`config.mk`:
```
export PLATFORM = sky130hd
export DESIGN_NAME = baf_cfg
export DESIGN_NICKNAME = d
export VERILOG_FILES = /design/src/design/baf_pkg.sv /design/src/design/baf_cfg.sv
export SDC_FILE = /design/constraint.sdc
export NUM_CORES = 1
export LEC_CHECK = 0
export ABC_AREA = 1
export BUFFER_PORTS_ARGS = -buffer_cell sky130_fd_sc_hd__buf_2
export CORE_MARGIN = 2
export CORE_UTILIZATION = 47
export CTS_CLUSTER_DIAMETER = 200
export DETAILED_ROUTE_END_ITERATION = 8
export PLACE_DENSITY_LB_ADDON = 0.05
export SLEW_MARGIN = 30
export SYNTH_ARGS = -nofsm -noshare
export SYNTH_HDL_FRONTEND = slang
export SYNTH_SLANG_ARGS = --single-unit
```
`constraint.sdc`:
```
create_clock -name clk -period 1.7 [get_ports clk]
set_clock_uncertainty 0.1 [all_clocks]
set_input_delay 0.085 -clock clk [delete_from_list [all_inputs] [get_ports clk]]
set_output_delay 0.085 -clock clk [all_outputs]
set_load 0.005 [all_outputs]
```
`src/design/baf_pkg.sv`:
```
// Shared constants, types and the reciprocal table of the box average filter.
`default_nettype none

package baf_pkg;

  // Window and frame limits
  localparam int MaxRadius = 4;
  localparam int MaxWidth  = 1024;
  localparam int MaxHeight = 4096;
  localparam int LineRows  = 2 * MaxRadius;
  localparam int MaxSide   = LineRows + 1;

  // Field widths
  localparam int RadW    = 3;
  localparam int WidthW  = 11;
  localparam int HeightW = 13;
  localparam int RowW    = 12;
  localparam int ColW    = 10;
  localparam int PixW    = 8;

  // Derived arithmetic widths
  localparam int LinesW    = $clog2(LineRows + 1);
  localparam int SideW     = $clog2(MaxSide + 1);
  localparam int CsW       = $clog2(MaxSide * 255 + 1);
  localparam int SumW      = $clog2(MaxSide * MaxSide * 255 + 1);
  localparam int RecipFrac = 24;
  localparam int RecipW    = RecipFrac + 1;
  localparam int ProdW     = SumW + RecipW;

  // Queue between front and back
  localparam int QDepth = 4;
  localparam int QPtrW  = $clog2(QDepth);
  localparam int QCntW  = $clog2(QDepth + 1);

  // Register port
  localparam int AddrW = 4;
  localparam int DataW = 32;

  localparam logic [RadW-1:0]    RadiusRst = 3'd1;
  localparam logic [WidthW-1:0]  WidthRst  = 11'd640;
  localparam logic [HeightW-1:0] HeightRst = 13'd480;

  typedef enum logic [1:0] {
    RegRadius = 2'd0,
    RegWidth  = 2'd1,
    RegHeight = 2'd2
  } reg_idx_t;

  // Clamped configuration as seen by the datapath
  typedef struct packed {
    logic [RadW-1:0]    radius;
    logic [WidthW-1:0]  width;
    logic [HeightW-1:0] height;
  } cfg_t;

  // One classified pixel on its way from front to back
  typedef struct packed {
    logic [PixW-1:0] pixel;
    logic [ColW-1:0] col;
    logic            emit;
    logic [RowW-1:0] out_row;
    logic [ColW-1:0] out_col;
  } item_t;

  // ceil(2^24 / side^2); exact floor division for every window sum
  function automatic logic [RecipW-1:0] recip(input logic [RadW-1:0] r);
    logic [RecipW-1:0] m;
    case (r)
      3'd0:    m = 25'd16777216;
      3'd1:    m = 25'd1864136;
      3'd2:    m = 25'd671089;
      3'd3:    m = 25'd342393;
      default: m = 25'd207127;
    endcase
    return m;
  endfunction

endpackage

`default_nettype wire

```
`src/design/baf_cfg.sv`:
```
// Register file of the box average filter with range clamping.
`default_nettype none

module baf_cfg (
  input  wire logic                        clk,
  input  wire logic                        rst_n,
  input  wire logic                        psel,
  input  wire logic                        penable,
  input  wire logic                        pwrite,
  input  wire logic [baf_pkg::AddrW-1:0]   paddr,
  input  wire logic [baf_pkg::DataW-1:0]   pwdata,
  output logic      [baf_pkg::DataW-1:0]   prdata,
  output logic                             pready,
  output baf_pkg::cfg_t                    cfg
);

  logic [baf_pkg::RadW-1:0]    radius_r,    radius_nxt;
  logic [baf_pkg::WidthW-1:0]  width_r,     width_nxt;
  logic [baf_pkg::HeightW-1:0] height_r,    height_nxt;
  baf_pkg::reg_idx_t           idx;
  logic                        wr_en;

  always_comb begin
    idx        = baf_pkg::reg_idx_t'(paddr[baf_pkg::AddrW-1:2]);
    pready     = 1'b1;
    wr_en      = psel && penable && pwrite && pready;
    radius_nxt = radius_r;
    width_nxt  = width_r;
    height_nxt = height_r;
    if (wr_en) begin
      case (idx)
        baf_pkg::RegRadius: radius_nxt = pwdata[baf_pkg::RadW-1:0];
        baf_pkg::RegWidth:  width_nxt  = pwdata[baf_pkg::WidthW-1:0];
        baf_pkg::RegHeight: height_nxt = pwdata[baf_pkg::HeightW-1:0];
        default: ;
      endcase
    end
  end

  always_comb begin
    case (idx)
      baf_pkg::RegRadius: prdata = baf_pkg::DataW'(radius_r);
      baf_pkg::RegWidth:  prdata = baf_pkg::DataW'(width_r);
      baf_pkg::RegHeight: prdata = baf_pkg::DataW'(height_r);
      default:            prdata = '0;
    endcase
  end

  // Clamp to the supported ranges
  always_comb begin
    cfg.radius = (radius_r > baf_pkg::RadW'(baf_pkg::MaxRadius)) ?
                 baf_pkg::RadW'(baf_pkg::MaxRadius) : radius_r;
    if (width_r == '0) begin
      cfg.width = baf_pkg::WidthW'(1);
    end else if (width_r > baf_pkg::WidthW'(baf_pkg::MaxWidth)) begin
      cfg.width = baf_pkg::WidthW'(baf_pkg::MaxWidth);
    end else begin
      cfg.width = width_r;
    end
    if (height_r == '0) begin
      cfg.height = baf_pkg::HeightW'(1);
    end else if (height_r > baf_pkg::HeightW'(baf_pkg::MaxHeight)) begin
      cfg.height = baf_pkg::HeightW'(baf_pkg::MaxHeight);
    end else begin
      cfg.height = height_r;
    end
  end

  always_ff @(posedge clk) begin
    if (!rst_n) begin
      radius_r <= baf_pkg::RadiusRst;
      width_r  <= baf_pkg::WidthRst;
      height_r <= baf_pkg::HeightRst;
    end else begin
      radius_r <= radius_nxt;
      width_r  <= width_nxt;
      height_r <= height_nxt;
    end
  end

endmodule

`default_nettype wire

```
==> metrics.txt <==
status completed; # diodes 0; first-pass GRT wire length 6775 um; post-route setup TNS 0 ns; Final Core Density 0.6342; vias 1,689; CP peak stage delay 0.36 ns; Post-Syn Instances 245; die width 63.80 um; CP Capture Type output pin; most frequent cells in the layout 59 x buf_2, 35 x nor2_1, 31 x inv_1; final WL 4215 um; placed instance count 339; pwr dens 534.3 nW/um^2; H-tree levels 1; WP buf/inv 2; drt initial violations 47; crit path kind flop to output pin; Max Slew Vio Count 0; Netlist cell types 29; residual overflow from global routing 0; Synth Warn # 0; vias in the first global route 1,437; critical path's slowest cell dfxtp_1; Highest Clock Rate 616.5 MHz; maximum vdd drop 328.4 uV; sequential share of the synthesized area 0.3217; # rows 21; Async SR Flop Fraction 0; # DRC 0; crit start category flop; clock root buffer clkbuf_4; chip height 63.80 um; Mean Syn Cell Area 6.859 um^2; Least-Margin Pin Slew 0.5186 ns; Via density 4.705; Routed wire per std cell 11.74 um; clock sink total 27; CP delay by family, top flip-flops; RSZ-0062 raised after global routing no; crit path max fanout 5; antenna violations before repair 0; Leakage 1.124 nW; Die Area 4070 um^2; total CTS buffers 3; Hold Slack 0.09178 ns; Max Cap Violations 0; area growth from synthesis to layout 27.92%; Critical Path AT 1.44 ns; Final Setup Violations 0; Hold Violations, Final 0; CTS tree yes; Tmin final 1.622 ns; insertion delay to the later sink of the worst-skew pair 0.33 ns; Post-DRT Antenna Nets 0; Nets 355; Worst-path clk slew 0.15 ns; largest net degree at the start of global routing 28; num ports 101; drt pass-1 iters 4; core area 3390 um^2; GP Congestion 0.8481; Cell Area, Synth 1680 um^2; Cell Count, Final, Fillers Out 359; Post-synth EDFFs 0; layout cells sized above 1 0.3674; worst path cell trace inv_1 -> nand2_1 -> nor2_4 -> nand2_2 -> a21oi_1 -> buf_2; clk buf depth 2; fin crit share 0.9541; DP HPWL 3107 um; total track usage 0.2098; Initial Util 0.4958; prevailing post-synth register cell dfxtp_1; CP required 1.51 ns; PortBufs 59; post-synthesis register bit count 27; commonest non-fill, non-tap cell in the layout buf_2; Min-Delay Path Class input pin to flop; Worst slew margin 0.6543
## tightest hold or removal path, delay by kind of cell
kind	cells	cell delay, ns
AND/OR/NAND/NOR	2	0.19
buffers and inverters	1	0.11
AO/OA/AOI/OAI	1	0.12
## cell families after synthesis
group           synth area share
buf+inv                   0.2293
other cells             0.004469
simple gates              0.2174
flops                     0.3217
compound gates            0.2271
## registers in the layout (all words and copies together) (netlist names)
signal    count
width_r      11
radius_r      3
height_r     13
## where the power goes
part	internal (mW)	switching [mW]	leakage [nW]
sequential	0.646	0.0139	0.221
combinational	0.0915	0.119	0.886
clock	0.0885	0.190	0.0177
## final cells by class
| cell class | count | area (um^2) |
|---|---|---|
| repair buffers | 78 | 470.5 |
| well taps | 46 | 57.56 |
| multi-input cells | 165 | 897.1 |
| flip-flops and latches | 27 | 550.5 |
| clock inverters | 1 | 5.005 |
| clock buffers | 3 | 22.52 |
| inverters | 39 | 146.4 |
| fillers | 339 | 1240 |
## path summary, 6_finish.rpt
path,to,startpoint,cells after the start,slack [ns]
max,cfg[10],height_r[2],6,0.08
min,height_r[3],penable,4,0.09
max reg2reg,width_r[10],width_r[10],2,0.77
min reg2reg,radius_r[0],radius_r[0],2,0.43
## what timing repair did
| action | CTS | global route |
|---|---|---|
| hold endpoints to repair | 27 | 0 |
| resized for setup | 2 | 31 |
| setup buffers | 0 | 2 |
| gates cloned | 0 | 1 |
| pin swaps | 0 | 5 |
| endpoints found under the setup margin | 3 | 18 |
| hold buffers | 13 | 0 |
## Yosys cell counts (4+ instances only)
library cell  number  area, um^2
dfxtp_1           27       540.5
o21ai_0            9       45.04
a21oi_1           20       100.1
o22ai_1            7       43.79
o211ai_1           7       52.55
nor2_1            44       165.2
buf_2              4       20.02
o21ai_2            6       52.55
nand2_1           27       101.4
o21ai_1            7       35.03
buf_4             21       157.7
inv_1             36       135.1
## metal layers
metal	vias up	global-route usage	wire length, um
li1	875	-	-
met3	4	0.03521	318
met4	0	0.07065	43
met2	66	0.3060	1803
met1	744	0.3109	2049
met5	-	0	0
## through the flow
stage	power (mW)	setup slack (ns)	cell area (um^2)
floorplan	0.8125	0.6422	1748
global placement	0.8482	0.4153	1892
detailed placement	0.8479	0.3861	1892
CTS	1.151	0.02675	2052
global route	1.223	0.004515	2150
finish	1.149	0.07795	2150
Power figures use the tool's default switching activity.
