$ cat src/design/baf_pkg.sv
// Shared constants, types and the reciprocal table of the box average filter.
`default_nettype none

package baf_pkg;

  // Window and frame limits
  localparam int MaxRadius = 4;
  localparam int MaxWidth  = 1024;
  localparam int MaxHeight = 4096;
  localparam int LineRows  = 2 * MaxRadius;
  localparam int MaxSide   = LineRows + 1;

  // Field widths
  localparam int RadW    = 3;
  localparam int WidthW  = 11;
  localparam int HeightW = 13;
  localparam int RowW    = 12;
  localparam int ColW    = 10;
  localparam int PixW    = 8;

  // Derived arithmetic widths
  localparam int LinesW    = $clog2(LineRows + 1);
  localparam int SideW     = $clog2(MaxSide + 1);
  localparam int CsW       = $clog2(MaxSide * 255 + 1);
  localparam int SumW      = $clog2(MaxSide * MaxSide * 255 + 1);
  localparam int RecipFrac = 24;
  localparam int RecipW    = RecipFrac + 1;
  localparam int ProdW     = SumW + RecipW;

  // Queue between front and back
  localparam int QDepth = 4;
  localparam int QPtrW  = $clog2(QDepth);
  localparam int QCntW  = $clog2(QDepth + 1);

  // Register port
  localparam int AddrW = 4;
  localparam int DataW = 32;

  localparam logic [RadW-1:0]    RadiusRst = 3'd1;
  localparam logic [WidthW-1:0]  WidthRst  = 11'd640;
  localparam logic [HeightW-1:0] HeightRst = 13'd480;

  typedef enum logic [1:0] {
    RegRadius = 2'd0,
    RegWidth  = 2'd1,
    RegHeight = 2'd2
  } reg_idx_t;

  // Clamped configuration as seen by the datapath
  typedef struct packed {
    logic [RadW-1:0]    radius;
    logic [WidthW-1:0]  width;
    logic [HeightW-1:0] height;
  } cfg_t;

  // One classified pixel on its way from front to back
  typedef struct packed {
    logic [PixW-1:0] pixel;
    logic [ColW-1:0] col;
    logic            emit;
    logic [RowW-1:0] out_row;
    logic [ColW-1:0] out_col;
  } item_t;

  // ceil(2^24 / side^2); exact floor division for every window sum
  function automatic logic [RecipW-1:0] recip(input logic [RadW-1:0] r);
    logic [RecipW-1:0] m;
    case (r)
      3'd0:    m = 25'd16777216;
      3'd1:    m = 25'd1864136;
      3'd2:    m = 25'd671089;
      3'd3:    m = 25'd342393;
      default: m = 25'd207127;
    endcase
    return m;
  endfunction

endpackage

`default_nettype wire

$ cat src/design/baf_queue.sv
// Short FIFO that decouples the front end from the filter back end.
`default_nettype none

module baf_queue (
  input  wire logic          clk,
  input  wire logic          rst_n,
  input  wire logic          push,
  input  baf_pkg::item_t     push_item,
  output logic               full,
  input  wire logic          pop,
  output baf_pkg::item_t     head,
  output logic               empty
);

  baf_pkg::item_t              entries_r [baf_pkg::QDepth];
  logic [baf_pkg::QPtrW-1:0]   wr_ptr_r, wr_ptr_nxt;
  logic [baf_pkg::QPtrW-1:0]   rd_ptr_r, rd_ptr_nxt;
  logic [baf_pkg::QCntW-1:0]   count_r, count_nxt;

  always_comb begin
    full       = count_r == baf_pkg::QCntW'(baf_pkg::QDepth);
    empty      = count_r == '0;
    head       = entries_r[rd_ptr_r];
    wr_ptr_nxt = push ? wr_ptr_r + baf_pkg::QPtrW'(1) : wr_ptr_r;
    rd_ptr_nxt = pop ? rd_ptr_r + baf_pkg::QPtrW'(1) : rd_ptr_r;
    count_nxt  = count_r;
    if (push && !pop) begin
      count_nxt = count_r + baf_pkg::QCntW'(1);
    end else if (pop && !push) begin
      count_nxt = count_r - baf_pkg::QCntW'(1);
    end
  end

  always_ff @(posedge clk) begin
    if (push) begin
      entries_r[wr_ptr_r] <= push_item;
    end
  end

  always_ff @(posedge clk) begin
    if (!rst_n) begin
      wr_ptr_r <= '0;
      rd_ptr_r <= '0;
      count_r  <= '0;
    end else begin
      wr_ptr_r <= wr_ptr_nxt;
      rd_ptr_r <= rd_ptr_nxt;
      count_r  <= count_nxt;
    end
  end

`ifndef ASSERT_OFF
  a_no_overflow: assert property (@(posedge clk) disable iff (!rst_n)
    push |-> !full || pop)
    else $error("queue pushed while full");

  a_no_underflow: assert property (@(posedge clk) disable iff (!rst_n)
    pop |-> !empty)
    else $error("queue popped while empty");
`endif

endmodule

`default_nettype wire

$ cat config.mk
export PLATFORM = sky130hd
export DESIGN_NAME = baf_queue
export DESIGN_NICKNAME = d
export VERILOG_FILES = /design/src/design/baf_pkg.sv /design/src/design/baf_queue.sv
export SDC_FILE = /design/constraint.sdc
export NUM_CORES = 1
export LEC_CHECK = 0
export ABC_AREA = 1
export BUFFER_PORTS_ARGS = -buffer_cell sky130_fd_sc_hd__buf_4
export CORE_MARGIN = 1.5
export CORE_UTILIZATION = 55
export CTS_BUF_LIST = sky130_fd_sc_hd__clkbuf_16
export DETAILED_ROUTE_END_ITERATION = 8
export GPL_TIMING_DRIVEN = 0
export PLACE_DENSITY = 0.77
export SLEW_MARGIN = 20
export SYNTH_ARGS = -nofsm -noshare
export SYNTH_HDL_FRONTEND = slang
export SYNTH_SLANG_ARGS = --single-unit
$ cat constraint.sdc
create_clock -name clk -period 2.2 [get_ports clk]
set_clock_uncertainty 0.1 [all_clocks]
set_input_delay 0.33 -clock clk [delete_from_list [all_inputs] [get_ports clk]]
set_output_delay 0.33 -clock clk [all_outputs]
set_load 0.05 [all_outputs]
==> results of run 1 <==
cell usage after synthesis:
| library cell | count | area (µm²) |
|---|---|---|
| a21oi_1 | 4 | 20.0 |
| buf_2 | 16 | 80.1 |
| buf_4 | 4 | 30.0 |
| buf_6 | 5 | 56.3 |
| dfxtp_1 | 9 | 180 |
| edfxtp_1 | 164 | 4920 |
| fa_1 | 1 | 20.0 |
| ha_1 | 5 | 62.6 |
| inv_1 | 15 | 56.3 |
| inv_2 | 2 | 7.51 |
| nand2_1 | 9 | 33.8 |
| nand3_1 | 1 | 5.00 |
| nand4_1 | 1 | 6.26 |
| nor2_1 | 87 | 327 |
| nor3_1 | 2 | 10.0 |
| o21ai_0 | 41 | 205 |
| o21ai_1 | 47 | 235 |
| o22ai_1 | 41 | 257 |
power by group:
part	leakage [nW]	switching (mW)	internal, mW
sequential	1.58	0.0434	3.76
combinational	1.19	0.818	0.387
clock	0.274	1.22	1.67
total	3.04	2.08	5.81
sequential cells by signal (all words and copies together) (netlist names), named ones only:
name / cells
count_r: 3
entries_r: 164
wr_ptr_r: 2
rd_ptr_r: 2
cells in the final DEF (no fill, tap or decap), drive strengths merged:
cell type / synthesis / routed
a21oi: 4 / 4
buf: 25 / 105
bufinv: 0 / 2
clkbuf: 0 / 28
clkinv: 0 / 4
clkinvlp: 0 / 5
dfxtp: 9 / 9
dlygate4sd3: 0 / 28
edfxtp: 164 / 164
fa: 1 / 1
ha: 5 / 5
inv: 17 / 21
nand2: 9 / 9
nand3: 1 / 1
nand4: 1 / 1
nor2: 87 / 87
nor3: 2 / 2
o21ai: 88 / 88
o22ai: 41 / 41
final cells by class:
type,instances,area [µm²],share of cell area [%]
Tap cell,143,179,2.15
Clock buffer,17,425,5.10
Timing Repair Buffer,119,1030,12.3
Multi-Input combinational cell,239,1180,14.2
Clock inverter,15,150,1.80
Sequential cell,173,5100,61.3
Buffer,25,201,2.42
Inverter,17,63.8,0.766
layer usage:
metal / track usage (%) / part of all wire (%) / vias to the layer above / wire length, µm
li1: - / - / 1971 / -
met1: 27.1 / 40 / 2069 / 5620
met2: 40.2 / 52 / 167 / 7290
met3: 5.99 / 6.1 / 31 / 856
met4: 11.4 / 2.3 / 0 / 328
met5: 0 / 0 / - / 0
what timing repair did:
action | CTS | global route
hold buffers | 20 | 8
endpoints found under the setup margin | 0 | 21
hold endpoints to repair | 73 | 24
resized for setup | 0 | 17
worst register-to-register path, stage by stage (launching register included):
cell and delay (ns):
dfxtp_1 0.33, inv_1 0.12, ha_1 0.16, nand2_1 0.06, inv_2 0.44, buf_16 0.25
path summary, 6_finish.rpt:
| kind | start | endpoint | depth (start not counted) |
|---|---|---|---|
| worst max register to register | wr_ptr_r[0] | entries_r[0][5] | 5 |
| worst max-delay path | flop | head[20] | 5 |
| worst min register to register | rd_ptr_r[1] | rd_ptr_r[1] | 1 |
| worst min-delay path | push_item[26] | entries_r[3][26] | 1 |
cells by family (layout without fill, tap and decap cells):
family                   after synthesis  in the layout  synth area share, %
AND/OR/NAND/NOR                      100            100                 5.86
AO/OA/AOI/OAI                        133            133                 11.0
flip-flops                           173            173                 78.3
adder cells (fa/ha/maj)                6              6                 1.27
buffers and inverters                 42            193                 3.53
==> reports/metrics.cfg, run 1 <==
[placed_design]
post-place-ws_ns = 0.412
dpl.hpwl_um = 8110
dp_cells = 688
port_buffers = 87
gp_congestion = 0.760
placed_cell_area_mm2 = 0.00744

[sta]
min_period_ns = 2.16
fin_crit_sh_pct = 98.1
tns_ns = 0
hold_violations = 0
worst_slew_pin_slew_ns = 0.629
fmax_mhz = 464
rsz0062_at_grt = true
timing.final.ws_setup_ns = 0.0427
setup_violations = 0
hold_ws_ns = 0.00968
relSlewSlack_pct = 58.0
timing.final.max_slew_violations = 0

[power_and_ir_drop]
ir_drop_mv = 0.599
p_leak_nw = 3.04
p_per_area_mw_per_mm2 = 946
finalPower_mw = 7.89

[worst_hold_path]
hp-class = primary input to flop

[cts]
cts_tree = built
cts.path.max_buffers = 2
cts_max_level = 4
post-cts-setup-buffers = 0
clk_latency_ns = 0.42
cts_root_buf = clkbuf_16
cts_made_buffers = 17
cts.clk_slew.worst_paths_ns = 0.06
cts_sinks = 173

[setup_path]
r2r_slack_ns = 0.41
slowest_stage = dfxtp_1
arrival_ns = 1.73
cp-end-kind = output pin
path_cells = inv_2 > clkbuf_4 > o21ai_0 > o22ai_1 > buf_4
path_buf_inv = 3
slowest_delay_ns = 0.37
path_delay_family = buffers and inverters
crit_fanout = 10
path_class = flop to output pin
critPathRequiredTime_ns = 1.77
crit_path_start_kind = flop

[global_routing]
grt_pass1_vias = 4302
grt_antenna_before_repair = 0
grt_pass1_wl_um = 21600
track_usage_pct = 23.3
overflow = 0
grt_max_degree = 25

[logic_synthesis]
yosysUniqueCellTypes = 18
postSynthCellCount = 454
synth-seq-cells = 173
synth_area_mm2 = 0.00652
syn_avg_cell_area_um2 = 14.4
yosysWarnings = 0
syn_nets = 505
yosysSeqAreaShare_pct = 78.3

[detailed_routing]
wl_per_cell_um = 18.8
firstDrtPassIters = 5
drc_errors = 0
first_iter_violations = 312
finalWirelength_um = 14100
vias = 4238
antenna_left = 0
via_per_inst = 5.67

[floorplan]
die_h_um = 112
row_count = 39
placeableCoreArea_mm2 = 0.0115
design.die.area_mm2 = 0.0125
dieWidth_um = 112
initial_utilization_pct = 56.8
ioPinCount = 88

[finish]
fin_cells = 748
nets = 643
nFillCells = 715
drive_above_1_share_pct = 25.1
antenna_cells = 0
design_area_mm2 = 0.00833
area.growth.synth_to_final_pct = 27.9
utilization_pct = 72.7

[flow_run]
cap_violations = 0

[status]
status = complete, no violations

No activity file was read; power rests on OpenSTA's default activity.
==> run 2, diff against run 1 <==
GPL_TIMING_DRIVEN = default   (was 0)
==> run 2 against run 1 <==
Final cell count is 2.8% lower. Die area unchanged. Design area is 2.8% lower. Core utilization decreased by 2.1 points. Clock-buffer cell count is the same. Setup slack improved by 0.037 ns. Maximum frequency rose by 1.7%. Worst hold slack better by 0.0091 ns.
==> reports/metrics.cfg, run 2 (synthesis gave the netlist of run 1 again) <==
[finish]
nets = 622  ; -3.3%
top_regs = entries_r: 164 flops, count_r: 3 flops
utilization_pct = 70.6  ; -2.1 points
largest_register_ffs = 164  ; unchanged
mostFrequentLayoutCells = edfxtp_1 (164), buf_4 (99), nor2_1 (87), o21ai_1 (47)
area.growth.synth_to_final_pct = 24.3
drive_above_1_share_pct = 23.6  ; -1.5 points
antenna_cells = 0  ; unchanged
layout.cells.most_common = edfxtp_1
fin_cells = 727  ; -2.8%
nFillCells = 728  ; +1.8%
top_register = entries_r

[setup_path]
path_class = flop to output pin
critPathRequiredTime_ns = 1.77  ; about the same
crit_fanout = 32  ; +22
cp-end-kind = output pin
arrival_ns = 1.69  ; -0.04 ns
crit_path_start_kind = flop
r2r_start = wr_ptr_r[0]

[floorplan]
placeableCoreArea_mm2 = 0.0115  ; unchanged
dieWidth_um = 112  ; unchanged
design.die.area_mm2 = 0.0125  ; unchanged
die_h_um = 112  ; unchanged
row_count = 39  ; unchanged
initial_utilization_pct = 56.8  ; unchanged
ioPinCount = 88  ; unchanged

[detailed_routing]
antenna_left = 0  ; unchanged
finalWirelength_um = 13400  ; -4.6%
drc_errors = 0  ; unchanged
first_iter_violations = 345  ; +11%
via_per_inst = 5.65  ; -0.32%
firstDrtPassIters = 5  ; unchanged
vias = 4106  ; -3.1%
wl_per_cell_um = 18.5  ; -1.9%

[global_routing]
overflow = 0  ; unchanged
track_usage_pct = 22.8  ; -0.46 points
grt_max_degree = 33  ; +32%
grt_pass1_wl_um = 21600  ; about the same
grt_pass1_vias = 4166  ; -3.2%
grt_antenna_before_repair = 0  ; unchanged

[placed_design]
gp_congestion = 0.800  ; +5.3%
port_buffers = 87  ; unchanged
dpl.hpwl_um = 8030  ; -0.88%
dp_cells = 677  ; -1.6%

[worst_hold_path]
min_from = push_item[15]
hp-class = primary input to flop

[sta]
rsz0062_at_grt = true
hold_violations = 0  ; unchanged
fmax_mhz = 472  ; +1.7%
setup_violations = 0  ; unchanged
timing.final.max_slew_violations = 0  ; unchanged
fin_crit_sh_pct = 96.4  ; -1.7 points
worst_slew_pin_slew_ns = 0.433  ; -0.196 ns
relSlewSlack_pct = 71.1  ; +13 points
min_period_ns = 2.12  ; -0.0365 ns

[status]
status = complete, no violations

[cts]
clk_latency_ns = 0.41  ; about the same
cts_made_buffers = 17  ; unchanged
post-cts-setup-buffers = 0  ; unchanged
cts_max_level = 4  ; unchanged
cts.clk_slew.worst_paths_ns = 0.06  ; about the same
cts_root_buf = clkbuf_16
cts_tree = built
cts_sinks = 173  ; unchanged
cts.path.max_buffers = 2  ; unchanged

[flow_run]
cap_violations = 0  ; unchanged

[power_and_ir_drop]
p_leak_nw = 2.94  ; -3.6%
ir_drop_mv = 0.485  ; -19%
p_per_area_mw_per_mm2 = 956  ; +1.0%
finalPower_mw = 7.74  ; -1.8%

==> run 2: what timing repair did <==
action                                  4_1_cts  5_1_grt
hold buffers                                 18        0
hold endpoints to repair                     59        0
gates resized for setup                       0        4
endpoints found under the setup margin        0       19
==> run 2: area by class of cell <==
class	instances	area, µm²	share of cell area [%]
Sequential cell	173	5110	63.1
Multi-Input combinational cell	239	1180	14.6
Timing Repair Buffer	123	1010	12.5
Clock buffer	17	425	5.25
Tap cell	143	179	2.21
Clock inverter	15	133	1.64
Inverter	17	63.8	0.788
==> run 2: path summary, 6_finish.rpt <==
| kind | slack (ns) | cells past startpoint | to |
|---|---|---|---|
| setup / recovery | 0.08 | 4 | head[4] |
| hold / removal | 0.02 | 1 | entries_r[2][15] |
| setup reg to reg | 0.53 | 5 | entries_r[0][23] |
| hold reg to reg | 0.35 | 1 | flop |
==> run 2: report_power, final <==
| part | leakage, nW | switching (mW) | total [mW] | internal (mW) |
|---|---|---|---|---|
| Combinational | 1.09 | 0.796 | 1.14 | 0.348 |
| Clock | 0.265 | 1.15 | 2.80 | 1.64 |
| Sequential | 1.58 | 0.0428 | 3.80 | 3.76 |
==> run 2: critical path, stage by stage, from the launching register on <==
cell and delay (ns):
dfxtp_2 0.35, buf_4 0.33, o21ai_1 0.13, o22ai_1 0.22
buf_4 0.24
==> run 2: per-layer routing <==
metal | global-route usage (%) | vias to the layer above | wire [µm]
li1 | - | 1923 | -
met1 | 28.3 | 2017 | 5410
met2 | 38.6 | 151 | 7030
met3 | 5.88 | 15 | 819
met4 | 9.03 | 0 | 184
met5 | 0 | - | 0
==> run 2: metrics by stage <==
step / setup slack [ns] / setup TNS, ns / hold WS (ns) / cell area [µm²]
after floorplan: 0.311 / 0 / 0.312 / 6520
after global placement: 0.506 / 0 / 0.340 / 7340
after detailed placement: 0.474 / 0 / 0.343 / 7340
after CTS: 0.0136 / 0 / 0.0000370 / 8080
after global routing: -0.0272 / -0.0993 / 0.00167 / 8100
final: 0.0792 / 0 / 0.0188 / 8100
