[src/design/baf_pkg.sv]
// Shared constants, types and the reciprocal table of the box average filter.
`default_nettype none

package baf_pkg;

  // Window and frame limits
  localparam int MaxRadius = 4;
  localparam int MaxWidth  = 1024;
  localparam int MaxHeight = 4096;
  localparam int LineRows  = 2 * MaxRadius;
  localparam int MaxSide   = LineRows + 1;

  // Field widths
  localparam int RadW    = 3;
  localparam int WidthW  = 11;
  localparam int HeightW = 13;
  localparam int RowW    = 12;
  localparam int ColW    = 10;
  localparam int PixW    = 8;

  // Derived arithmetic widths
  localparam int LinesW    = $clog2(LineRows + 1);
  localparam int SideW     = $clog2(MaxSide + 1);
  localparam int CsW       = $clog2(MaxSide * 255 + 1);
  localparam int SumW      = $clog2(MaxSide * MaxSide * 255 + 1);
  localparam int RecipFrac = 24;
  localparam int RecipW    = RecipFrac + 1;
  localparam int ProdW     = SumW + RecipW;

  // Queue between front and back
  localparam int QDepth = 4;
  localparam int QPtrW  = $clog2(QDepth);
  localparam int QCntW  = $clog2(QDepth + 1);

  // Register port
  localparam int AddrW = 4;
  localparam int DataW = 32;

  localparam logic [RadW-1:0]    RadiusRst = 3'd1;
  localparam logic [WidthW-1:0]  WidthRst  = 11'd640;
  localparam logic [HeightW-1:0] HeightRst = 13'd480;

  typedef enum logic [1:0] {
    RegRadius = 2'd0,
    RegWidth  = 2'd1,
    RegHeight = 2'd2
  } reg_idx_t;

  // Clamped configuration as seen by the datapath
  typedef struct packed {
    logic [RadW-1:0]    radius;
    logic [WidthW-1:0]  width;
    logic [HeightW-1:0] height;
  } cfg_t;

  // One classified pixel on its way from front to back
  typedef struct packed {
    logic [PixW-1:0] pixel;
    logic [ColW-1:0] col;
    logic            emit;
    logic [RowW-1:0] out_row;
    logic [ColW-1:0] out_col;
  } item_t;

  // ceil(2^24 / side^2); exact floor division for every window sum
  function automatic logic [RecipW-1:0] recip(input logic [RadW-1:0] r);
    logic [RecipW-1:0] m;
    case (r)
      3'd0:    m = 25'd16777216;
      3'd1:    m = 25'd1864136;
      3'd2:    m = 25'd671089;
      3'd3:    m = 25'd342393;
      default: m = 25'd207127;
    endcase
    return m;
  endfunction

endpackage

`default_nettype wire

[src/design/baf_if.sv]
// Pixel and result channel interfaces of the box average filter.
`default_nettype none

interface baf_in_if;
  logic                      valid;
  logic                      ready;
  logic [baf_pkg::PixW-1:0]  pixel;
  logic                      frame_start;

  modport source (output valid, output pixel, output frame_start, input ready);
  modport sink   (input valid, input pixel, input frame_start, output ready);
endinterface


`default_nettype wire

[src/design/baf_front.sv]
// Front end: tracks raster position, drops pixels past frame end, classifies the rest.
`default_nettype none

module baf_front (
  input  wire logic          clk,
  input  wire logic          rst_n,
  baf_in_if.sink             in_chan,
  input  baf_pkg::cfg_t      cfg,
  input  wire logic          q_full,
  output logic               push,
  output baf_pkg::item_t     push_item
);

  logic [baf_pkg::RowW-1:0]   row_r, row_nxt, row;
  logic [baf_pkg::ColW-1:0]   col_r, col_nxt, col, c;
  logic                       done_r, done_nxt, done;
  logic                       fire;
  logic [baf_pkg::LinesW-1:0] lines;
  logic                       end_of_row;
  logic                       last_row;

  always_comb begin
    in_chan.ready = !q_full;
    fire          = in_chan.valid && in_chan.ready;

    // frame_start rewinds the position before the pixel is taken
    row  = in_chan.frame_start ? '0 : row_r;
    col  = in_chan.frame_start ? '0 : col_r;
    done = in_chan.frame_start ? 1'b0 : done_r;

    lines = {cfg.radius, 1'b0};
    c     = ({1'b0, col} >= cfg.width) ?
            baf_pkg::ColW'(cfg.width - baf_pkg::WidthW'(1)) : col;

    end_of_row = ({1'b0, c} + baf_pkg::WidthW'(1)) >= cfg.width;
    last_row   = ({1'b0, row} + baf_pkg::HeightW'(1)) >= cfg.height;

    push_item.pixel   = in_chan.pixel;
    push_item.col     = c;
    push_item.emit    = (row >= baf_pkg::RowW'(lines)) && (c >= baf_pkg::ColW'(lines));
    push_item.out_row = row - baf_pkg::RowW'(cfg.radius);
    push_item.out_col = c - baf_pkg::ColW'(cfg.radius);

    push     = 1'b0;
    row_nxt  = row_r;
    col_nxt  = col_r;
    done_nxt = done_r;
    if (fire) begin
      row_nxt  = row;
      col_nxt  = col;
      done_nxt = done;
      if (!done) begin
        push = 1'b1;
        if (end_of_row) begin
          if (last_row) begin
            done_nxt = 1'b1;
            col_nxt  = c;
          end else begin
            col_nxt = '0;
            row_nxt = row + baf_pkg::RowW'(1);
          end
        end else begin
          col_nxt = c + baf_pkg::ColW'(1);
        end
      end
    end
  end

  always_ff @(posedge clk) begin
    if (!rst_n) begin
      row_r  <= '0;
      col_r  <= '0;
      done_r <= 1'b0;
    end else begin
      row_r  <= row_nxt;
      col_r  <= col_nxt;
      done_r <= done_nxt;
    end
  end

endmodule

`default_nettype wire

[src/flat_wrapper.sv]
// flat-port wrapper written by rule: the top's interface ports become plain ports
module baf_front_flat 
  (clk, rst_n, cfg, q_full, push, push_item, in_chan_valid, in_chan_pixel, in_chan_frame_start, in_chan_ready);
  baf_in_if in_chan_i ();
  input  wire logic clk;
  input  wire logic rst_n;
  input  baf_pkg::cfg_t cfg;
  input  wire logic q_full;
  output logic push;
  output baf_pkg::item_t push_item;
  input wire logic [$bits(in_chan_i.valid)-1:0] in_chan_valid;
  input wire logic [$bits(in_chan_i.pixel)-1:0] in_chan_pixel;
  input wire logic [$bits(in_chan_i.frame_start)-1:0] in_chan_frame_start;
  output wire logic [$bits(in_chan_i.ready)-1:0] in_chan_ready;
  assign in_chan_i.valid = in_chan_valid;
  assign in_chan_i.pixel = in_chan_pixel;
  assign in_chan_i.frame_start = in_chan_frame_start;
  assign in_chan_ready = in_chan_i.ready;
  baf_front u_core (.clk(clk), .rst_n(rst_n), .in_chan(in_chan_i), .cfg(cfg), .q_full(q_full), .push(push), .push_item(push_item));
endmodule
[config.mk]
export PLATFORM = sky130hd
export DESIGN_NAME = baf_front_flat
export DESIGN_NICKNAME = d
export VERILOG_FILES = /design/src/design/baf_pkg.sv /design/src/design/baf_if.sv /design/src/design/baf_front.sv /design/src/flat_wrapper.sv
export SDC_FILE = /design/constraint.sdc
export NUM_CORES = 1
export LEC_CHECK = 0
export BUFFER_PORTS_ARGS = -buffer_cell sky130_fd_sc_hd__buf_4
export CELL_PAD_IN_SITES_DETAIL_PLACEMENT = 1
export CELL_PAD_IN_SITES_GLOBAL_PLACEMENT = 1
export CORE_ASPECT_RATIO = 1.1
export CORE_MARGIN = 4
export CORE_UTILIZATION = 41
export DETAILED_ROUTE_END_ITERATION = 8
export HOLD_SLACK_MARGIN = 0.03
export PLACE_DENSITY = 0.93
export SLEW_MARGIN = 15
export SYNTH_ARGS = -nofsm -noshare
export SYNTH_HDL_FRONTEND = slang
export SYNTH_SLANG_ARGS = --single-unit
[constraint.sdc]
create_clock -name clk -period 7 [get_ports clk]
set_input_delay 0.35 -clock clk [delete_from_list [all_inputs] [get_ports clk]]
set_output_delay 0.35 -clock clk [all_outputs]
set_load 0.01 [all_outputs]
==> results.toml, run 1 <==
[pwr]
cellLeakagePower_nw = 2.06
power.density_nw_per_um2 = 93.8
vdd_drop_max_mv = 0.0498

[yosys]
synth.top_cell.area_share = 0.153
mappedNetlistArea_um2 = 3830
synth.mux.area_fraction = 0.0614
yosysWarnings = 0
synth_simple_gate_area_frac = 0.265
netlist_top_cells_area = "sky130_fd_sc_hd__ha_1, sky130_fd_sc_hd__dfxtp_1, sky130_fd_sc_hd__xnor2_1"
synth_top_family_by_area = "simple AND/OR/NAND/NOR gates"
synth_seq_cells = 23
yosysUniqueCellTypes = 65
post-synth-top-area-cell = "sky130_fd_sc_hd__ha_1"
yosys.area_share.xor_xnor = 0.107
ys_seq_area_frac = 0.120
synth_area_per_cell_um2 = 7.38
ys_dominant_reg_cell = "sky130_fd_sc_hd__dfxtp_1"
syn-instance-count = 519
synth_area_in_adders = 0.164
complex_gate_fraction_of_the_synthesized_area = 0.196
number_of_enable_type_register_cells_in_the_synthesized_netlist = 0
synth_nets = 608
async_flop_share = 0

[sta]
final-hold-violation-count = 0
final.min_clock_period_ns = 5.72
worst_slew_pin_slew_ns = 0.973
slew-limit-headroom = 0.347
timing.fmax_ghz = 0.175
final.setup.tns_ns = 0
unrepaired_setup_endpoints_after_global_routing = "no"
final.setup.worst_slack_ns = 1.28
layout_worst_path_cycle_share = 0.817
finClkSkew_ns = 0.00538
setup_violations = 0
report.final.slew_viol_count = 0

[final_layout]
diodes = 0
area_growth_pct = 14.5
design.final.nets = 651
mostFrequentLayoutCells = "sky130_fd_sc_hd__buf_4, sky130_fd_sc_hd__ha_1, sky130_fd_sc_hd__inv_1"
final_design_area_no_fill_um2 = 4390
post_route_cells_drive_above_1_share = 0.168
final_common_cell = "sky130_fd_sc_hd__buf_4"
n_fill_cell = 1165

[run]
timing.max_cap.violations = 0

[cts]
post-cts-setup-buffers = 0
cts_buffer_depth = 2
cts_root_buf = "sky130_fd_sc_hd__clkbuf_8"
cts.repair.resized = 0
cts_hold_buffers = 0
ctsHtreeMaxLevel = 1
cts_tree = "yes"
cts_inserted_buffers = 3
clkSinkCount = 23
clk_latency_ns = 0.27
clkSlewWorstSetupHoldPaths_ns = 0.09

[worst_setup_path]
slowest_stage = "sky130_fd_sc_hd__mux2_2"
timing.critical_path.fanout_max = 36
worstPathRequired_ns = 7.18
setup.worst_path.end_class = "flip-flop"
critical_path.cell_chain = "buf_4 -> nor2b_1 -> ha_1 -> and4b_1 -> and3_1 -> nand4_1 -> nand3_2 -> mux2_2 -> inv_1 -> ha_1 -> o21ai_0 -> or2_0 -> mux2_2 -> xnor2_1 -> ha_1 -> a22o_1 -> o41ai_1 -> nand3_1 -> buf_4 -> and2_1 -> a21o_1 -> a311oi_1"
timing.reg2reg.setup_slack_ns = 1.30
critical_path.startpoint_type = "input port"
arrival_ns = 5.90
cp-startpoint = "in_chan_frame_start"
r2r.worst_path.cells = 21
worst_r2r_startpoint = "u_core.col_r[7]"
worst_setup_path_endpoint = "u_core.row_r[6]"
most_repeated_library_cell_on_the_critical_path = "sky130_fd_sc_hd__ha_1"
crit_type = "input port to flip-flop"
cp_slowest_stage_delay_ns = 0.39
r2r_end = "u_core.row_r[6]"

[placed_design]
dp_hpwl_um = 10500
pre_cts_ws_ns = 1.05
port-buffer-count = 66
place.gp.congestion = 0.959
placed_area_um2 = 4340

[drt]
wl_met1_um = 5260
dr_total_vias = 4008
uppermost_metal_layer_occupied_by_signal_nets = "met4"
routed_wire_length_per_instance_um = 18.9
wl_met3_um = 559
drc = 0
detail_route.vias_per_cell = 5.94
route.final.wire_length_um = 12700
detailedRoute.firstIterationViolations = 229
met2RoutedLength_um = 6420
ant_nets = 0
drtPass1Iterations = 4

[hold_path]
holdCritPathClass = "input port to flip-flop"

[floorplan]
die_area_um2 = 11000
num_io_pins = 83
core_region_area_um2 = 9010
die_h_um = 109
die_w_um = 100
placement_rows = 36
initial_utilization = 0.425

[global_routing]
overflow = 0
wire_length_of_the_first_global_routing_pass_um = 20900
grt_antenna_before_repair = 0
grt_pass1_vias = 4225
gr-usage-all-layers = 0.233
grt_max_degree = 37

[status]
run_status = "finished, final reports clean"
[worst min-delay path by stage]
stage / end / depth (start not counted) / slack [ns] / start
after detailed placement: u_core.done_r / 2 / 0.51 / u_core.done_r
final: u_core.done_r / 4 / 0.42 / q_full
after global placement: u_core.done_r / 2 / 0.49 / u_core.done_r
after CTS: u_core.col_r[4] / 3 / 0.41 / rst_n
after global routing: u_core.col_r[1] / 3 / 0.44 / rst_n
after floorplan: u_core.done_r / 2 / 0.45 / u_core.done_r
[worst max-delay path, delay by kind of cell]
family                   cells  cell delay (ns)
AO/OA/AOI/OAI                5             1.21
XOR/XNOR                     1             0.14
adder cells (fa/ha/maj)      3             1.00
buffers and inverters        3             0.74
multiplexers                 2             0.69
AND/OR/NAND/NOR              8             1.74
[cells by family (layout without fill, tap and decap cells)]
kind of cell,after synthesis,in the layout
buffers and inverters,78,120
DFF,23,23
AOI/OAI and AO/OA,112,112
muxes,22,22
and+or+nand+nor,188,188
xor gates and xnor gates,47,47
adders and majority gates,49,49
[layout make-up]
| type | count | area (µm²) | share of cell area |
|---|---|---|---|
| flip-flops and latches | 23 | 460 | 0.105 |
| multi-input cells | 418 | 3040 | 0.693 |
| inverters | 46 | 173 | 0.0393 |
| well taps | 114 | 143 | 0.0325 |
| repair buffers | 70 | 526 | 0.120 |
| clock buffers | 4 | 45.0 | 0.0103 |
[cell usage after synthesis (5+ instances only)]
library cell and n:
sky130_fd_sc_hd__mux2_2 8, sky130_fd_sc_hd__a21oi_1 22, sky130_fd_sc_hd__and3_1 13, sky130_fd_sc_hd__buf_2 5, sky130_fd_sc_hd__clkbuf_1 16, sky130_fd_sc_hd__nor3_1 19, sky130_fd_sc_hd__a211oi_1 7, sky130_fd_sc_hd__nand4_1 12
sky130_fd_sc_hd__nand2b_1 7, sky130_fd_sc_hd__dfxtp_1 23, sky130_fd_sc_hd__nand3_1 23, sky130_fd_sc_hd__o211ai_1 6, sky130_fd_sc_hd__xor2_1 15, sky130_fd_sc_hd__a21o_1 10, sky130_fd_sc_hd__o21ai_0 30, sky130_fd_sc_hd__buf_4 8
sky130_fd_sc_hd__inv_1 46, sky130_fd_sc_hd__mux2i_1 12, sky130_fd_sc_hd__nor2b_1 20, sky130_fd_sc_hd__nand2_1 36, sky130_fd_sc_hd__ha_1 47, sky130_fd_sc_hd__nor2_1 34, sky130_fd_sc_hd__xnor2_1 32, sky130_fd_sc_hd__a31oi_1 7
[routing by layer]
metal / vias to the layer above / GRT usage
met5: - / 0
met4: 0 / 0.0866
met3: 31 / 0.0159
met2: 111 / 0.435
met1: 1935 / 0.278
li1: 1931 / -
[report_power, final]
part           leakage, nW  internal, mW  switching (mW)  total, mW
combinational         1.85        0.0829           0.106      0.189
clock               0.0228        0.0407          0.0447     0.0854
sequential           0.187         0.134         0.00336      0.137
total                 2.06         0.258           0.154      0.412
[sequential cells by signal, summed over array words and instances (netlist names)]
| register | cells |
|---|---|
| u_core.row_r | 12 |
| u_core.col_r | 10 |
| u_core.done_r | 1 |
[per-stage QoR]
step                power [mW]  utilization  instances  hold WS, ns
detailed placement       0.329        0.482        671        0.512
CTS                      0.414        0.487        675        0.413
floorplan                0.255            -        519        0.452
global placement         0.321        0.482        671        0.488
finish                   0.412        0.487        675        0.416
global route             0.437        0.487        675        0.436
Power figures use the tool's default switching activity.
==> run 2, diff against run 1 <==
- clock period: 7 -> 5.9 ns (I/O delays scaled with it)
==> run 2 against run 1 <==
Compared with the run above: critical path depth fell by 1; largest power group unchanged; critical path type is now flip-flop to flip-flop; global-route usage rose by 1.0 points; sequential cell count did not move; critical endpoint is now u_core.col_r[7].
==> results.toml, run 2 (synthesis gave the netlist of run 1 again) <==
[status]
run_status = "finished, final reports clean"

[worst_setup_path]
critical_path.cell_chain = "nor2b_1 -> ha_1 -> and4b_1 -> and3_1 -> nand4_1 -> nand3_2 -> mux2_2 -> inv_1 -> ha_1 -> o21ai_0 -> or2_0 -> mux2_2 -> xnor2_1 -> ha_1 -> a22o_1 -> o41ai_1 -> and3_1 -> nor2_1 -> buf_4 -> a2111oi_0 -> nor3_1"
cp_slowest_stage_delay_ns = 0.45
slowest_stage = "sky130_fd_sc_hd__a2111oi_0"
crit_type = "flip-flop to flip-flop"
timing.critical_path.fanout_max = 9
critical_path.startpoint_type = "flip-flop"
buffers_plus_inverters_on_the_worst_setup_path = 2
arrival_ns = 5.49
cpLargestDelayFamily = "simple AND/OR/NAND/NOR gates"
setup.worst_path.end_class = "flip-flop"
worstPathRequired_ns = 6.04
most_repeated_library_cell_on_the_critical_path = "sky130_fd_sc_hd__ha_1"

[floorplan]
core_region_area_um2 = 9010
num_io_pins = 83
die_area_um2 = 11000
die_h_um = 109
initial_utilization = 0.425
die_w_um = 100
placement_rows = 36

[cts]
ctsHtreeMaxLevel = 1
clkSlewWorstSetupHoldPaths_ns = 0.09
post-cts-setup-buffers = 0
cts_tree = "yes"
cts.repair.resized = 0
clkSinkCount = 23
cts_root_buf = "sky130_fd_sc_hd__clkbuf_8"
cts_hold_buffers = 0
clk_latency_ns = 0.27
cts_buffer_depth = 2
cts_inserted_buffers = 3

[sta]
setup_violations = 0
report.final.slew_viol_count = 0
timing.fmax_ghz = 0.187
final.min_clock_period_ns = 5.36
slew-limit-headroom = 0.400
unrepaired_setup_endpoints_after_global_routing = "no"
worst_slew_pin_slew_ns = 0.900
layout_worst_path_cycle_share = 0.908
finClkSkew_ns = 0.00860
final.setup.tns_ns = 0
final.setup.worst_slack_ns = 0.545
final-hold-violation-count = 0

[final_layout]
diodes = 0
area_growth_pct = 15.3
reg_with_most_ffs = "u_core.row_r"
post_route_cells_drive_above_1_share = 0.173
finalNonFillerCells = 679
final_design_area_no_fill_um2 = 4420
mostFrequentLayoutCells = "sky130_fd_sc_hd__buf_4, sky130_fd_sc_hd__ha_1, sky130_fd_sc_hd__inv_1"
largest_register_ff_count = 12
design.final.nets = 655
biggestRegsByFlops = "u_core.row_r x12, u_core.col_r x10, u_core.done_r x1"
final_common_cell = "sky130_fd_sc_hd__buf_4"

[global_routing]
gr-usage-all-layers = 0.244
wire_length_of_the_first_global_routing_pass_um = 21800
grt_max_degree = 30
grt_antenna_before_repair = 0
grt_pass1_vias = 4394
overflow = 0

[pwr]
swShare = 0.378
comb_power_share = 0.461
power.sequential.fraction = 0.332
power.density_nw_per_um2 = 112
cellLeakagePower_nw = 2.08
vdd_drop_max_mv = 0.0430
clkPwrFrac = 0.208
design_power_total_uw = 493
internal_power_uw = 307
total_switching_power_uw = 187

[drt]
detail_route.vias_per_cell = 6.02
drc = 0
dr_total_vias = 4085
drtPass1Iterations = 4
route.final.wire_length_um = 13300
ant_nets = 0
detailedRoute.firstIterationViolations = 289
routed_wire_length_per_instance_um = 19.5

[placed_design]
dpl.cell_count = 675
placed_area_um2 = 4370
port-buffer-count = 66
pre_cts_ws_ns = 0.548
place.gp.congestion = 0.979
dp_hpwl_um = 10900

[run]
timing.max_cap.violations = 0

[hold_path]
holdCritPathClass = "input port to flip-flop"
==> run 2: final timing paths <==
check	to	start	slack (ns)	cells after the start
max	u_core.col_r[7]	u_core.col_r[7]	0.54	21
min	u_core.col_r[4]	rst_n	0.37	3
max reg2reg	u_core.col_r[7]	u_core.col_r[7]	0.54	21
min reg2reg	u_core.done_r	u_core.done_r	0.51	2
==> run 2: metal layers <==
metal  GRT usage  wire (µm)  vias to the layer above
met3      0.0127        753                       27
met4      0.0934        420                        0
met1       0.292       5320                     1985
met2       0.454       6780                      135
met5           0          0                        -
li1            -          -                     1938
==> run 2: metrics by stage <==
stage | hold slack (ns) | util
after CTS | 0.363 | 0.490
final | 0.371 | 0.490
after detailed placement | 0.494 | 0.485
after global routing | 0.370 | 0.490
after floorplan | 0.443 | -
after global placement | 0.491 | 0.485
==> run 2: area by class of cell <==
type / count / area [µm²]
fill: 1179 / 4590
clock buffer: 4 / 45.0
inverter: 46 / 173
multi-input combinational: 418 / 3040
sequential: 23 / 460
tap: 114 / 143
timing repair buffer: 74 / 556
==> run 2: tightest hold or removal path: cells and delay by family <==
family / cells / cell delay [ns]
AO/OA/AOI/OAI: 1 / 0.09
AND/OR/NAND/NOR: 1 / 0.04
buffers and inverters: 1 / 0.17
==> run 2: power groups by stage <==
stage | Sequential, mW | Combinational [mW] | Clock [mW]
3_3_place_gp | 0.167 | 0.217 | 0
4_1_cts | 0.163 | 0.228 | 0.101
3_5_place_dp | 0.167 | 0.226 | 0
2_1_floorplan | 0.165 | 0.137 | 0
6_report | 0.164 | 0.227 | 0.102
5_1_grt | 0.164 | 0.249 | 0.109
==> run 3, diff against run 2 <==
- GPL_TIMING_DRIVEN: not set -> 1
- REMOVE_ABC_BUFFERS: not set -> 1
==> run 3 against run 2 <==
Compared with the run above: register-to-register slack lost 0.15 ns; final cell count decreased by 0.15%; clock skew barely moved; routed wire length increased by 0.14%; utilization about the same; largest power group unchanged; sequential cell count did not move.
==> results.toml, run 3 (synthesis gave the netlist of run 1 again) <==
[worst_setup_path]
slowest_stage = "sky130_fd_sc_hd__o41ai_2"
worstPathRequired_ns = 6.10
cpLargestDelayFamily = "compound AO/OA/AOI/OAI gates"
most_repeated_library_cell_on_the_critical_path = "sky130_fd_sc_hd__o21ai_0"
setup.worst_path.end_class = "flip-flop"
cp_slowest_stage_delay_ns = 0.46
crit_type = "flip-flop to flip-flop"
critical_path.cell_chain = "nor2b_1 -> ha_1 -> and4b_1 -> and3_1 -> nand4_1 -> nand3_2 -> mux2_2 -> inv_1 -> ha_2 -> o21ai_0 -> o21ai_0 -> a32oi_1 -> xnor2_1 -> mux2_1 -> ha_1 -> o211ai_1 -> a21oi_1 -> o41ai_2 -> nand3_1 -> buf_4 -> a31oi_1 -> o21ai_0 -> a21oi_1"
critical_path.startpoint_type = "flip-flop"
timing.critical_path.fanout_max = 16
arrival_ns = 5.70
buffers_plus_inverters_on_the_worst_setup_path = 2

[drt]
detail_route.vias_per_cell = 6.10
drtPass1Iterations = 5
dr_total_vias = 4135
drc = 0
ant_nets = 0
detailedRoute.firstIterationViolations = 314
routed_wire_length_per_instance_um = 19.6
route.final.wire_length_um = 13300

[cts]
cts_buffer_depth = 2
clk_latency_ns = 0.27
cts_root_buf = "sky130_fd_sc_hd__clkbuf_8"
cts_tree = "yes"
cts_hold_buffers = 0
cts_inserted_buffers = 3
clkSlewWorstSetupHoldPaths_ns = 0.09
ctsHtreeMaxLevel = 1
clkSinkCount = 23

[sta]
final-hold-violation-count = 0
final.min_clock_period_ns = 5.50
final.setup.tns_ns = 0
slew-limit-headroom = 0.395
timing.fmax_ghz = 0.182
unrepaired_setup_endpoints_after_global_routing = "no"
setup_violations = 0
layout_worst_path_cycle_share = 0.932
report.final.slew_viol_count = 0
finClkSkew_ns = 0.00859
worst_slew_pin_slew_ns = 0.906

[placed_design]
dpl.cell_count = 674
place.gp.congestion = 0.866
port-buffer-count = 66
dp_hpwl_um = 10400

[run]
timing.max_cap.violations = 0

[final_layout]
area_growth_pct = 15.4
finalNonFillerCells = 678
mostFrequentLayoutCells = "sky130_fd_sc_hd__buf_4, sky130_fd_sc_hd__inv_1, sky130_fd_sc_hd__ha_1"
post_route_cells_drive_above_1_share = 0.176
biggestRegsByFlops = "u_core.row_r x12, u_core.col_r x10, u_core.done_r x1"
largest_register_ff_count = 12
design.final.nets = 654
diodes = 0
reg_with_most_ffs = "u_core.row_r"
final_common_cell = "sky130_fd_sc_hd__buf_4"

[floorplan]
num_io_pins = 83
core_region_area_um2 = 9010
die_area_um2 = 11000
die_w_um = 100
die_h_um = 109
initial_utilization = 0.425
placement_rows = 36

[global_routing]
gr-usage-all-layers = 0.245
overflow = 0
grt_pass1_vias = 4405
grt_antenna_before_repair = 0
grt_max_degree = 30
wire_length_of_the_first_global_routing_pass_um = 22100

[pwr]
power.density_nw_per_um2 = 112
cellLeakagePower_nw = 2.08
vdd_drop_max_mv = 0.0748

[status]
run_status = "finished, final reports clean"

[hold_path]
holdCritPathClass = "input port to flip-flop"
[run 3: worst paths after layout]
path                                      start         endpoint  slack [ns]  cells after the start
worst max-delay path            u_core.col_r[8]  u_core.row_r[1]        0.40                     23
worst min-delay path                      rst_n  u_core.col_r[0]        0.36                      3
worst max register to register  u_core.col_r[8]  u_core.row_r[1]        0.40                     23
worst min register to register    u_core.done_r    u_core.done_r        0.55                      2
[run 3: final cells by class]
class	instances	area [µm²]
fill	1168	4590
tap	114	143
multi-input combinational	418	3050
sequential	23	460
inverter	46	173
clock buffer	4	45.0
timing repair buffer	73	548
[run 3: worst reg2reg max path, cell delays in order, from the launching register on]
cell	delay, ns
sky130_fd_sc_hd__dfxtp_1	0.35
sky130_fd_sc_hd__nor2b_1	0.32
sky130_fd_sc_hd__ha_1	0.32
sky130_fd_sc_hd__and4b_1	0.23
sky130_fd_sc_hd__and3_1	0.19
sky130_fd_sc_hd__nand4_1	0.12
sky130_fd_sc_hd__nand3_2	0.19
sky130_fd_sc_hd__mux2_2	0.39
sky130_fd_sc_hd__inv_1	0.16
sky130_fd_sc_hd__ha_2	0.29
sky130_fd_sc_hd__o21ai_0	0.11
sky130_fd_sc_hd__o21ai_0	0.09
sky130_fd_sc_hd__a32oi_1	0.13
sky130_fd_sc_hd__xnor2_1	0.15
sky130_fd_sc_hd__mux2_1	0.34
sky130_fd_sc_hd__ha_1	0.32
sky130_fd_sc_hd__o211ai_1	0.10
sky130_fd_sc_hd__a21oi_1	0.08
sky130_fd_sc_hd__o41ai_2	0.46
sky130_fd_sc_hd__nand3_1	0.17
sky130_fd_sc_hd__buf_4	0.24
sky130_fd_sc_hd__a31oi_1	0.31
sky130_fd_sc_hd__o21ai_0	0.18
sky130_fd_sc_hd__a21oi_1	0.16
[run 3: power breakdown]
| part | internal (mW) | switching, mW |
|---|---|---|
| sequential | 0.159 | 0.00458 |
| clock | 0.0484 | 0.0544 |
| combinational | 0.0995 | 0.128 |
[run 3: per-layer routing]
layer | GRT usage | wire length [µm] | part of all wire
met1 | 0.313 | 5680 | 0.43
met2 | 0.435 | 6740 | 0.51
met3 | 0.0273 | 626 | 0.047
met4 | 0.0693 | 249 | 0.019
met5 | 0 | 0 | 0
[run 3: timing repair]
action                                  CTS  global route
endpoints found under the hold margin     0             0
setup buffers                             0             0
endpoints found under the setup margin    0            12
gates resized for setup                   0             2
[run 3: through the flow]
| stage | power (mW) | setup WS [ns] | hold slack (ns) | utilization | area (µm²) |
|---|---|---|---|---|---|
| final | 0.494 | 0.398 | 0.364 | 0.491 | 4420 |
| after global routing | 0.522 | 0.0933 | 0.367 | 0.491 | 4420 |
| after CTS | 0.492 | 0.209 | 0.358 | 0.490 | 4410 |
| after detailed placement | 0.392 | 0.129 | 0.503 | 0.485 | 4370 |
| after global placement | 0.383 | 0.617 | 0.491 | 0.485 | 4370 |
| after floorplan | 0.289 | 0.566 | 0.431 | - | 3670 |
